### config.mk
export PLATFORM = sky130hd
export DESIGN_NAME = ptc_fifo
export DESIGN_NICKNAME = d
export VERILOG_FILES = /design/src/hdl/assert_macros.svh /design/src/hdl/ptc_pkg.sv /design/src/hdl/ptc_fifo.sv
export SDC_FILE = /design/constraint.sdc
export NUM_CORES = 1
export LEC_CHECK = 0
export ABC_CLOCK_PERIOD_IN_PS = 4700
export BUFFER_PORTS_ARGS = -buffer_cell sky130_fd_sc_hd__buf_4
export CELL_PAD_IN_SITES_DETAIL_PLACEMENT = 0
export CELL_PAD_IN_SITES_GLOBAL_PLACEMENT = 2
export CORE_MARGIN = 4
export CORE_UTILIZATION = 35
export CTS_BUF_LIST = sky130_fd_sc_hd__clkbuf_4
export CTS_CLUSTER_DIAMETER = 30
export CTS_CLUSTER_SIZE = 20
export DETAILED_ROUTE_END_ITERATION = 10
export HOLD_SLACK_MARGIN = 0.02
export PLACE_DENSITY_LB_ADDON = 0.1
export REMOVE_ABC_BUFFERS = 1
export SETUP_SLACK_MARGIN = 0.15
export SYNTH_ARGS = -nofsm -noshare
export SYNTH_HDL_FRONTEND = slang
export SYNTH_SLANG_ARGS = --single-unit
### constraint.sdc
create_clock -name i_clk -period 4.7 [get_ports i_clk]
set_input_delay 0.47 -clock i_clk [delete_from_list [all_inputs] [get_ports i_clk]]
set_output_delay 0.47 -clock i_clk [all_outputs]
set_load 0.05 [all_outputs]
### src/hdl/assert_macros.svh
// Assertion macros used by the top-level RTL file of the compensation block.
// Depends on nothing; included by files that carry concurrent assertions.
`ifndef ASSERT_MACROS_SVH
`define ASSERT_MACROS_SVH

// Same-cycle implication, disabled while reset is asserted.
`define ASSERT_IMPLIES(label, clk, rst_n, pre, post, msg) \
    label: assert property (@(posedge clk) disable iff (!rst_n) (pre) |-> (post)) \
        else $error(msg);

// Next-cycle implication, disabled while reset is asserted.
`define ASSERT_NEXT(label, clk, rst_n, pre, post, msg) \
    label: assert property (@(posedge clk) disable iff (!rst_n) (pre) |=> (post)) \
        else $error(msg);

`endif

### src/hdl/ptc_pkg.sv
// Package of the pressure / temperature compensation block.
// Holds coefficient and queue entry types, register indexes and constants.
`default_nettype none
package ptc_pkg;

    localparam logic [7:0]  REG_TEMP_COEF = 8'd0;
    localparam logic [7:0]  REG_PRESS_A   = 8'd1;
    localparam logic [7:0]  REG_PRESS_B   = 8'd2;
    localparam logic [7:0]  REG_PRESS_P9  = 8'd3;

    localparam logic [32:0] FINE_OFFSET = 33'd128000;
    localparam logic [20:0] PRESS_BASE  = 21'd1048576;
    localparam logic [11:0] PRESS_SCALE = 12'd3125;
    localparam logic [7:0]  ROUND_HALF  = 8'd128;

    typedef struct packed {
        logic        [15:0] t1;
        logic signed [15:0] t2;
        logic signed [15:0] t3;
        logic        [15:0] p1;
        logic signed [15:0] p2;
        logic signed [15:0] p3;
        logic signed [15:0] p4;
        logic signed [15:0] p5;
        logic signed [15:0] p6;
        logic signed [15:0] p7;
        logic signed [15:0] p8;
        logic signed [15:0] p9;
    } t_coef;

    typedef struct packed {
        logic [31:0] tc;
        logic [63:0] num;
        logic [63:0] den;
        logic        zero;
    } t_entry;

    typedef struct packed {
        logic full;
        logic empty;
    } t_fifo_status;

endpackage
`default_nettype wire

### src/hdl/ptc_fifo.sv
// Short queue between the front and back pipelines.
// Depends on ptc_pkg for the entry and status types.
`default_nettype none
module ptc_fifo import ptc_pkg::*; #(
    parameter int DEPTH = 4
) (
    input  logic         i_clk,
    input  logic         i_rst_n,
    input  logic         i_push,
    input  t_entry       i_entry,
    input  logic         i_pop,
    output t_entry       o_entry,
    output t_fifo_status o_st
);
    localparam int AW = (DEPTH > 1) ? $clog2(DEPTH) : 1;
    localparam int CW = $clog2(DEPTH + 1);

    t_entry        r_mem [DEPTH];
    logic [AW-1:0] r_wp, r_rp;
    logic [CW-1:0] r_cnt;
    logic          push, pop;

    assign o_st.full  = (r_cnt == CW'(DEPTH));
    assign o_st.empty = (r_cnt == '0);
    assign push       = i_push && !o_st.full;
    assign pop        = i_pop && !o_st.empty;
    assign o_entry    = r_mem[r_rp];

    always_ff @(posedge i_clk) begin
        if (!i_rst_n) begin
            r_wp  <= '0;
            r_rp  <= '0;
            r_cnt <= '0;
        end else begin
            if (push) begin
                r_wp <= (r_wp == AW'(DEPTH - 1)) ? '0 : r_wp + 1'b1;
            end
            if (pop) begin
                r_rp <= (r_rp == AW'(DEPTH - 1)) ? '0 : r_rp + 1'b1;
            end
            if (push && !pop) begin
                r_cnt <= r_cnt + 1'b1;
            end else if (pop && !push) begin
                r_cnt <= r_cnt - 1'b1;
            end
        end
    end

    always_ff @(posedge i_clk) begin
        if (push) begin
            r_mem[r_wp] <= i_entry;
        end
    end

endmodule
`default_nettype wire

==> impl_results.md, run 1 <==
- # IOs: 328
- Hold depth: 2
- Synth unique cells: 23
- Cell taking the most area after synthesis: edfxtp_1
- Critical path cell sequence: buf_12 -> mux4_2 -> buf_4
- P_leak: 10.6 nW
- Resized Gates After CTS: 0
- Pwr Density: 592 nW/um^2
- DRC: 0
- Fin crit period: 3.47 ns
- WL per Instance: 21.2 um
- Largest net degree at the start of global routing: 75
- Hold Fails Final Rpt: 0
- Worst-skew pair later-pin latency: 0.91 ns
- Die area: 71900 um^2
- FF-to-FF Start: r_cnt[0]$_SDFFE_PN0P_
- P&R area growth vs syn: 32.0%
- Max-Cap Viols: 0
- M3 GR Usage: 5.89%
- First-pass GRT wire length: 79500 um
- WP data arrival: 3.00 ns
- CP Max Fanout: 46
- PnR worst setup slack: 1.23 ns
- H-tree Lvls: 4
- HP Start: i_entry[29]
- Final ANT Viol Nets: 0
- Vias in the first global route: 13049
- Total track usage: 14.9%
- Mapped Area: 23700 um^2
- Met1 usage: 17.6%
- Sum of buffers and inverters on the critical path: 2
- # setup viols final: 0
- CP top delay family: flip-flops
- Clock root cell: clkbuf_4
- EDFF count, synth: 644
- Ys flop type: edfxtp_1
- Final Max Tran Viols: 0
- TritonCTS Buffers: 145
- Routed vias: 11655
- Max-slew headroom: 42.6%
- Top post-synthesis cells by area: edfxtp_1 82%, mux4_2 15%, dfxtp_1 0.76%
- Global route overflow: 0
- Reg-to-reg endpoint: r_mem[3][40]$_DFFE_PP_
- Clock Pin Slew Worst Setup and Hold Paths: 0.08 ns
- Asr flop ratio synth: 0%
- Post-synth top area share: 81.7%
- Initial DRC count: 578
- CORE AREA: 67200 um^2
- Gate Count Post-Synth: 892
- R2r setup slk: 2.06 ns
- Crit share post-route: 73.8%
- I/O Buffers: 327
- Startpoint Class: register
- Layout cell share with drive strength beyond 1: 45.9%
- Rows: 95
- Core Util, Final: 46.6%
- Drt pass-1 iters: 7
- Final wirelength: 53200 um
- WHS Endpoint: r_mem[2][29]$_DFFE_PP_
- Initial core utilization: 35.3%
- Average size of a mapped cell: 26.5 um^2
- CTS tree: done
- Nets: 1687
- Die H: 268 um
- Worst Path Required: 4.23 ns
- Met2 Use GR: 25.3%
- Clock tree sinks: 653
- Warnings from Yosys: 0
- CP max-delay cell: dfxtp_4
- CP Capture Type: output pin
- Max clock buf depth: 3
- Dpl ws: 1.93 ns
- Worst reg2reg path depth: 4
- RSZ-0062 raised after global routing: no
- Die Width: 268 um
- Hold crit path type: in -> reg
- Number of synthesized register bits: 653
- Maximum vdd drop: 0.349 mV
- Crit path largest cell delay: 0.79 ns
- GP Congestion: 0.680
- Clock skew: 0.0515 ns
- WHS: 0.286 ns
- Most Crowded Layer GR: met2
- Fmax: 288 MHz
- DP HPWL: 30800 um
- Via/cell ratio: 4.65
- Outcome: finished clean
- Slew @ Worst Pin: 0.861 ns
- Seq/Total Area, Yosys: 82.4%
- Crit path kind: reg -> out
- Initial antenna violation count: 3
- TNS Setup: 0 ns
registers in the layout (all words and copies together), names as in the netlist, named ones only:
name   flops
r_mem    644
r_cnt      3
r_wp       2
r_rp       2
synthesized netlist by cell type, drive strengths merged (2+ instances only):
cell type	instances
o21ai	3
and2	5
clkbuf	9
mux4	161
dfxtp	9
nor2	2
mux2i	3
nor2b	2
buf	29
nand3	2
inv	3
edfxtp	644
nand2	6
ha	6
timing repair:
action	in CTS	in global routing
endpoints found under the hold margin	653	0
buffers inserted	0	0
hold buffers	164	0
placed cells by master, fill, tap and decap left out:
cell type,Yosys,final
xor2_1,1,1
a21boi_0,1,1
diode_2,0,1
inv_6,0,1
buf_4,0,339
mux4_2,161,161
o31ai_1,1,1
xnor2_1,1,1
dlygate4sd3_1,0,164
clkinv_1,0,33
buf_12,0,11
clkinv_4,0,2
dfxtp_1,9,7
inv_1,3,3
nor3_1,1,1
nor2b_1,2,2
dfxtp_4,0,2
mux2i_1,3,3
bufinv_16,0,23
nor3b_1,1,1
clkinvlp_4,0,14
nand2_1,6,6
nand3_1,2,2
edfxtp_1,644,644
o21ai_0,3,3
ha_1,6,6
and2_4,0,4
clkbuf_4,0,163
and2_1,5,1
clkinv_2,0,24
inv_2,0,6
nor2_1,2,2
fa_1,1,1
or3_1,1,1
per-layer routing:
layer  wire [um]  part of all wire (%)
met3        3900                   7.3
met4         949                   1.8
met5          27                 0.051
met1       20900                    39
met2       27400                    51
worst max-delay path by stage:
| stage | startpoint | end | slack, ns | cells past startpoint |
|---|---|---|---|---|
| floorplan | register | o_entry[0] | -3.38 | 1 |
| global placement | i_push | r_mem[3][157]$_DFFE_PP_ | 1.95 | 4 |
| detailed placement | i_push | r_mem[3][157]$_DFFE_PP_ | 1.93 | 4 |
| CTS | register | o_entry[119] | 0.97 | 3 |
| global route | register | o_entry[41] | 0.91 | 3 |
| finish | register | o_entry[41] | 1.23 | 3 |
per-stage QoR:
step | instance area (um^2) | total power [mW] | std cells
finish | 31300 | 18.5 | 2508
global route | 31300 | 19.4 | 2508
CTS | 31300 | 18.9 | 2507
detailed placement | 27300 | 13.4 | 2077
global placement | 27300 | 13.3 | 2077
floorplan | 23400 | 11.6 | 854
kinds of logic (layout without fill, tap and decap cells):
logic type | Yosys count | in the layout | share of synthesized area, %
buffers and inverters | 41 | 783 | 1.09
DFF | 653 | 653 | 82.4
adders and majority gates | 7 | 7 | 0.402
other | 0 | 1 | 0
and+or+nand+nor | 20 | 20 | 0.433
xor gates and xnor gates | 2 | 2 | 0.0740
AOI/OAI and AO/OA | 5 | 5 | 0.127
muxes | 164 | 164 | 15.4
power by group:
group          switching [mW]  internal (mW)  total, mW  leakage [nW]
sequential              0.228           7.08       7.31          5.98
clock                    2.31           3.01       5.32          1.26
combinational            3.81           2.07       5.88          3.40
cell type report:
cell class	instances	area, um^2
fill	5770	35900
sequential	653	19500
timing repair buffer	514	4410
multi-input combinational	198	3910
clock buffer	163	1220
tap	873	1090
clock inverter	103	1090
inverter	3	11.3
antenna	1	2.50
worst register-to-register path: cells and delay by family, from the launching register on:
family / cells / cell delay [ns]
buf+inv: 1 / 0.49
flops: 1 / 0.44
simple gates: 3 / 1.35
Power figures use the tool's default switching activity.
==> inputs of run 2 (changes only) <==
--- a/config.mk
+++ b/config.mk
@@ -5,7 +5,7 @@
 export SDC_FILE = /design/constraint.sdc
 export NUM_CORES = 1
 export LEC_CHECK = 0
-export ABC_CLOCK_PERIOD_IN_PS = 4700
+export ABC_CLOCK_PERIOD_IN_PS = 3000
 export BUFFER_PORTS_ARGS = -buffer_cell sky130_fd_sc_hd__buf_4
 export CELL_PAD_IN_SITES_DETAIL_PLACEMENT = 0
 export CELL_PAD_IN_SITES_GLOBAL_PLACEMENT = 2
==> constraint.sdc (replaced) <==
create_clock -name i_clk -period 3 [get_ports i_clk]
set_input_delay 0.3 -clock i_clk [delete_from_list [all_inputs] [get_ports i_clk]]
set_output_delay 0.3 -clock i_clk [all_outputs]
set_load 0.05 [all_outputs]
==> impl_results.md, run 2 (same netlist as run 1, synthesis figures left out) <==
- Outcome: finished clean (unchanged)
- Initial antenna violation count: 4 (was 3)
- Fillers: 5510 (was 5770)
- Sw Pwr: 10.5 mW (was 6.35 mW)
- Rows: 95 (unchanged)
- H-tree Lvls: 4 (unchanged)
- Drt pass-1 iters: 4 (was 7)
- Clock tree sinks: 653 (unchanged)
- Vias in the first global route: 13842 (was 13049)
- R2r setup slk: 0.50 ns (was 2.06 ns)
- I/O Buffers: 327 (unchanged)
- WHS: 0.178 ns (was 0.286 ns)
- FF-to-FF Start: r_cnt[0]$_SDFFE_PN0P_ (unchanged)
- CP Capture Type: output pin (unchanged)
- HP Start: i_entry[79] (was i_entry[29])
- P&R area growth vs syn: 44.3% (was 32.0%)
- Critical path cell sequence: buf_12 -> buf_12 -> buf_16 -> mux4_2 -> buf_6 (was buf_12 -> mux4_2 -> buf_4)
- Initial core utilization: 35.3% (unchanged)
- Final Max Tran Viols: 0 (unchanged)
- Fmax: 360 MHz
- Fin area: 34200 um^2 (was 31300 um^2)
- CP Max Fanout: 8 (was 46)
- Combinational share of power: 36.1% (was 31.8%)
- Crit path kind: reg -> out (unchanged)
- Leading cell type in the layout, fill and taps excluded: edfxtp_1 (unchanged)
- RSZ-0062 raised after global routing: yes (was no)
- Post-Place Cells: 2082 (was 2077)
- Clock Pin Slew Worst Setup and Hold Paths: 0.07 ns (was 0.08 ns)
- Max-Cap Viols: 0 (unchanged)
- Final ANT Viol Nets: 0 (unchanged)
- Internal power: 20.8 mW (was 12.2 mW)
- CP max-delay cell: mux4_2 (was dfxtp_4)
- Global route overflow: 0 (unchanged)
- Placed cell areas: 27400 um^2 (was 27300 um^2)
- Via/cell ratio: 4.68 (was 4.65)
- Max clock buf depth: 3 (unchanged)
- TNS Setup: 0 ns (unchanged)
- Crit path largest cell delay: 0.54 ns (was 0.79 ns)
- Largest register FFs: 644 (unchanged)
- DP HPWL: 30600 um (was 30800 um)
- Switching Share: 33.5% (was 34.3%)
- Reg with most FFs: r_mem (unchanged)
- Nets: 1863 (was 1687)
- Reg-to-reg endpoint: r_cnt[2]$_SDFFE_PN0P_ (was r_mem[3][40]$_DFFE_PP_)
- Largest net degree at the start of global routing: 84 (was 75)
- Die H: 268 um (unchanged)
- # setup viols final: 0 (unchanged)
- Commonest cells after routing, fill and taps aside: 644 x edfxtp_1, 309 x dlygate4sd3_1, 203 x buf_4 (was 644 x edfxtp_1, 339 x buf_4, 164 x dlygate4sd3_1)
- WL per Instance: 21.3 um (was 21.2 um)
- Die area: 71900 um^2 (unchanged)
- Pwr Total: 31.3 mW (was 18.5 mW)
- Routed vias: 12573 (was 11655)
- Fin crit period: 2.78 ns
- WP data arrival: 2.48 ns (was 3.00 ns)
- Post-Layout Cell Count: 2686 (was 2508)
- Hold crit path type: in -> reg (unchanged)
- Maximum vdd drop: 0.449 mV (was 0.349 mV)
- Regs by FF count: r_mem: 644 flops, r_cnt: 3 flops (unchanged)
- Crit share post-route: 92.6%
- Layout cell share with drive strength beyond 1: 43.6% (was 45.9%)
- Register share of total power: 36.1% (was 39.5%)
- Worst-skew pair later-pin latency: 0.94 ns (was 0.91 ns)
- Worst Path Required: 2.70 ns (was 4.23 ns)
- Die Width: 268 um (unchanged)
- Dpl ws: 0.518 ns (was 1.93 ns)
- Clk network pwr share: 27.7% (was 28.8%)
- TritonCTS Buffers: 141 (was 145)
- Initial DRC count: 585 (was 578)
- GP Congestion: 0.681 (was 0.680)
- CORE AREA: 67200 um^2 (unchanged)
- Max-slew headroom: 54.5% (was 42.6%)
- # IOs: 328 (unchanged)
- Clock root cell: clkbuf_4 (unchanged)
- Total track usage: 16.0% (was 14.9%)
- CTS tree: done (unchanged)
- Hold Fails Final Rpt: 0 (unchanged)
- Worst reg2reg path depth: 8 (was 4)
- Clock skew: 0.0600 ns (was 0.0515 ns)
- P_leak: 11.8 nW (was 10.6 nW)
- DRC: 0 (unchanged)
- Slew @ Worst Pin: 0.681 ns (was 0.861 ns)
- Hold depth: 2 (unchanged)
- Pwr Density: 917 nW/um^2 (was 592 nW/um^2)
- Startpoint Class: register (unchanged)
- Final wirelength: 57300 um (was 53200 um)
- PnR worst setup slack: 0.223 ns (was 1.23 ns)
- Most used cell, CP: buf_12
- Core Util, Final: 50.9% (was 46.6%)
- First-pass GRT wire length: 84700 um (was 79500 um)
- WHS Endpoint: r_mem[3][79]$_DFFE_PP_ (was r_mem[2][29]$_DFFE_PP_)
[run 2: repair_timing]
action | CTS | global route
setup buffers | 12 | 2
gates cloned | 15 | 1
endpoints found under the hold margin | 653 | 0
hold buffers | 309 | 0
resized for setup | 154 | 21
setup endpoints to repair | 159 | 149
[run 2: area by class of cell]
type,count,area [um^2],share of cell area (%)
Sequential cell,653,19500,57.1
Timing Repair Buffer,694,7220,21.1
Multi-Input combinational cell,198,3910,11.4
Clock buffer,168,1260,3.69
Clock inverter,93,1140,3.35
Tap cell,873,1090,3.20
Inverter,3,11.3,0.0330
Antenna cell,4,10.0,0.0293
[run 2: worst max-delay path, delay by kind of cell, from the launching register on]
| kind | cells | cell delay, ns |
|---|---|---|
| buf+inv | 4 | 0.62 |
| mux | 1 | 0.54 |
| flops | 1 | 0.40 |
[run 2: routing by layer]
layer | wire length [um] | track usage (%)
met1 | 23400 | 20.1
met2 | 28900 | 26.5
met3 | 3940 | 5.29
met4 | 1030 | 5.28
met5 | 13 | 0
[run 2: power by group through the flow]
stage	Clock [mW]	Sequential (mW)	Combinational (mW)
2_1_floorplan	0	11.9	5.13
3_3_place_gp	0	11.5	9.46
3_5_place_dp	0	11.6	9.44
4_1_cts	9.02	11.3	11.4
5_1_grt	9.51	11.4	11.9
6_report	8.68	11.3	11.3
[run 2: how the worst max path moves through the flow]
stage / start / to / slack [ns] / depth (start not counted)
floorplan: register / o_entry[0] / -4.91 / 1
global placement: r_cnt[0]$_SDFFE_PN0P_ / r_cnt[2]$_SDFFE_PN0P_ / 0.54 / 8
detailed placement: r_cnt[0]$_SDFFE_PN0P_ / r_cnt[2]$_SDFFE_PN0P_ / 0.52 / 8
CTS: register / o_entry[89] / 0.01 / 5
global route: register / o_entry[89] / 0.05 / 5
finish: register / o_entry[33] / 0.22 / 5
==> inputs of run 3 (changes only) <==
--- a/config.mk
+++ b/config.mk
@@ -10,7 +10,7 @@
 export CELL_PAD_IN_SITES_DETAIL_PLACEMENT = 0
 export CELL_PAD_IN_SITES_GLOBAL_PLACEMENT = 2
 export CORE_MARGIN = 4
-export CORE_UTILIZATION = 35
+export CORE_UTILIZATION = 38
 export CTS_BUF_LIST = sky130_fd_sc_hd__clkbuf_4
 export CTS_CLUSTER_DIAMETER = 30
 export CTS_CLUSTER_SIZE = 20
==> impl_results.md, run 3 (same netlist as run 1, synthesis figures left out) <==
- Post-Layout Cell Count: 2610 (was 2686)
- Crit path kind: reg -> out (unchanged)
- Initial DRC count: 589 (was 585)
- # setup viols final: 0 (unchanged)
- Worst-skew pair later-pin latency: 0.91 ns (was 0.94 ns)
- Initial antenna violation count: 5 (was 4)
- Maximum vdd drop: 0.458 mV (was 0.449 mV)
- Fin crit period: 2.72 ns (was 2.78 ns)
- Slew @ Worst Pin: 0.735 ns (was 0.681 ns)
- Regs by FF count: r_mem: 644 flops, r_cnt: 3 flops (unchanged)
- Clock skew: 0.0572 ns (was 0.0600 ns)
- Core Util, Final: 53.3% (was 50.9%)
- I/O Buffers: 327 (unchanged)
- Reg with most FFs: r_mem (unchanged)
- Pwr Total: 29.5 mW (was 31.3 mW)
- First-pass GRT wire length: 79800 um (was 84700 um)
- M3 GR Usage: 5.28% (was 5.29%)
- WP data arrival: 2.42 ns (was 2.48 ns)
- Outcome: finished clean (unchanged)
- CP Max Fanout: 72 (was 8)
- Final Max Tran Viols: 0 (unchanged)
- Capture point of the worst path: o_entry[82] (was o_entry[33])
- CTS tree: done (unchanged)
- Dpl ws: 0.541 ns (was 0.518 ns)
- Met1 usage: 19.5% (was 20.1%)
- Reg-to-reg endpoint: r_cnt[2]$_SDFFE_PN0P_ (unchanged)
- Global route overflow: 0 (unchanged)
- Drt pass-1 iters: 5 (was 4)
- Initial core utilization: 38.4% (was 35.3%)
- Total track usage: 16.0% (about the same)
- FF-to-FF Start: r_cnt[0]$_SDFFE_PN0P_ (unchanged)
- Max-slew headroom: 51.0% (was 54.5%)
- Post-Place Cells: 2042 (was 2082)
- H-tree Lvls: 4 (unchanged)
- CORE AREA: 61700 um^2 (was 67200 um^2)
- Largest net degree at the start of global routing: 101 (was 84)
- Nets: 1823 (was 1863)
- WL per Instance: 20.4 um (was 21.3 um)
- P&R area growth vs syn: 38.9% (was 44.3%)
- Worst Path Required: 2.70 ns (about the same)
- # IOs: 328 (unchanged)
- Max-Cap Viols: 0 (unchanged)
- DP HPWL: 29500 um (was 30600 um)
- Hold Fails Final Rpt: 0 (unchanged)
- DRC: 0 (unchanged)
- CP Capture Type: output pin (unchanged)
- Crit share post-route: 90.8% (was 92.6%)
- Die area: 66400 um^2 (was 71900 um^2)
- Die H: 258 um (was 268 um)
- RSZ-0062 raised after global routing: yes (unchanged)
- Clock root cell: clkbuf_4 (unchanged)
- Final ANT Viol Nets: 0 (unchanged)
- TritonCTS Buffers: 144 (was 141)
- Pwr Density: 897 nW/um^2 (was 917 nW/um^2)
- Final wirelength: 53300 um (was 57300 um)
- Die Width: 258 um (was 268 um)
- Rows: 91 (was 95)
- Startpoint Class: register (unchanged)
- Routed vias: 12239 (was 12573)
- Layout cell share with drive strength beyond 1: 43.2% (was 43.6%)
- GP Congestion: 0.676 (was 0.681)
- Via/cell ratio: 4.69 (was 4.68)
- Hold crit path type: in -> reg (unchanged)
- Fmax: 367 MHz (was 360 MHz)
- Max clock buf depth: 3 (unchanged)
- Most Crowded Layer GR: met2 (unchanged)
- Met2 Use GR: 26.9% (was 26.5%)
- Clock Pin Slew Worst Setup and Hold Paths: 0.08 ns (was 0.07 ns)
- Clock tree sinks: 653 (unchanged)
- Leading cell type in the layout, fill and taps excluded: edfxtp_1 (unchanged)
- PnR worst setup slack: 0.277 ns (was 0.223 ns)
- R2r setup slk: 0.54 ns (was 0.50 ns)
- Vias in the first global route: 13557 (was 13842)
- Commonest cells after routing, fill and taps aside: 644 x edfxtp_1, 325 x buf_4, 288 x dlygate4sd3_1 (was 644 x edfxtp_1, 309 x dlygate4sd3_1, 203 x buf_4)
- P_leak: 11.3 nW (was 11.8 nW)
- Largest register FFs: 644 (unchanged)
- Worst reg2reg path depth: 8 (unchanged)
[run 3: cell count changes in the layout (fill, tap and decap cells not counted), moves of 13 or more]
cell           delta
buf_4           +122
dlygate4sd3_1    -21
buf_16           -13
buf_6           -127
[run 3: timing repair]
| action | in CTS | in global routing |
|---|---|---|
| endpoints found under the setup margin | 150 | 86 |
| hold buffers | 288 | 0 |
| resized for setup | 14 | 6 |
| buffers inserted | 4 | 0 |
| hold endpoints to repair | 653 | 0 |
| gates cloned | 2 | 6 |
[run 3: worst min path at each step]
stage	startpoint	cells after the start	to
floorplan	i_entry[0]	0	r_mem[0][0]$_DFFE_PP_
finish	i_entry[45]	2	r_mem[2][45]$_DFFE_PP_
global placement	r_wp[1]$_SDFFE_PN0P_	2	r_wp[1]$_SDFFE_PN0P_
global route	i_entry[45]	2	r_mem[2][45]$_DFFE_PP_
CTS	i_entry[53]	2	r_mem[1][53]$_DFFE_PP_
detailed placement	r_wp[1]$_SDFFE_PN0P_	2	r_wp[1]$_SDFFE_PN0P_
[run 3: area by class of cell]
cell class | count | area [um^2]
diodes | 8 | 20.0
clock buffers | 166 | 1250
clock inverters | 94 | 1020
fillers | 5023 | 28800
inverters | 3 | 11.3
multi-input cells | 198 | 3910
flip-flops and latches | 653 | 19500
well taps | 837 | 1050
repair buffers | 651 | 6100
[run 3: metal layers]
layer | share of wire, % | wire (um) | vias up
met2 | 51 | 27300 | 336
met1 | 41 | 21700 | 6297
met5 | 0.024 | 13 | -
met3 | 6.0 | 3220 | 89
met4 | 2.1 | 1150 | 2
li1 | - | - | 5515
[run 3: per-stage QoR]
stage | area [um^2] | setup TNS, ns | hold WS [ns]
finish | 32900 | 0 | 0.142
global route | 32900 | 0 | 0.0312
CTS | 32700 | 0 | 0.0209
detailed placement | 27400 | 0 | 0.495
global placement | 27400 | 0 | 0.492
floorplan | 23400 | -2296.06 | 0.399
[run 3: report_power, final]
part	switching, mW	internal [mW]	leakage [nW]	total [mW]
sequential	0.210	11.1	5.98	11.3
combinational	6.26	3.76	4.09	10.0
clock	3.60	4.59	1.23	8.19
[run 3: worst max-delay path, stage by stage (launching register included)]
cell and delay, ns:
dfxtp_4 0.39, buf_12 0.33, mux4_2 0.42, buf_4 0.21
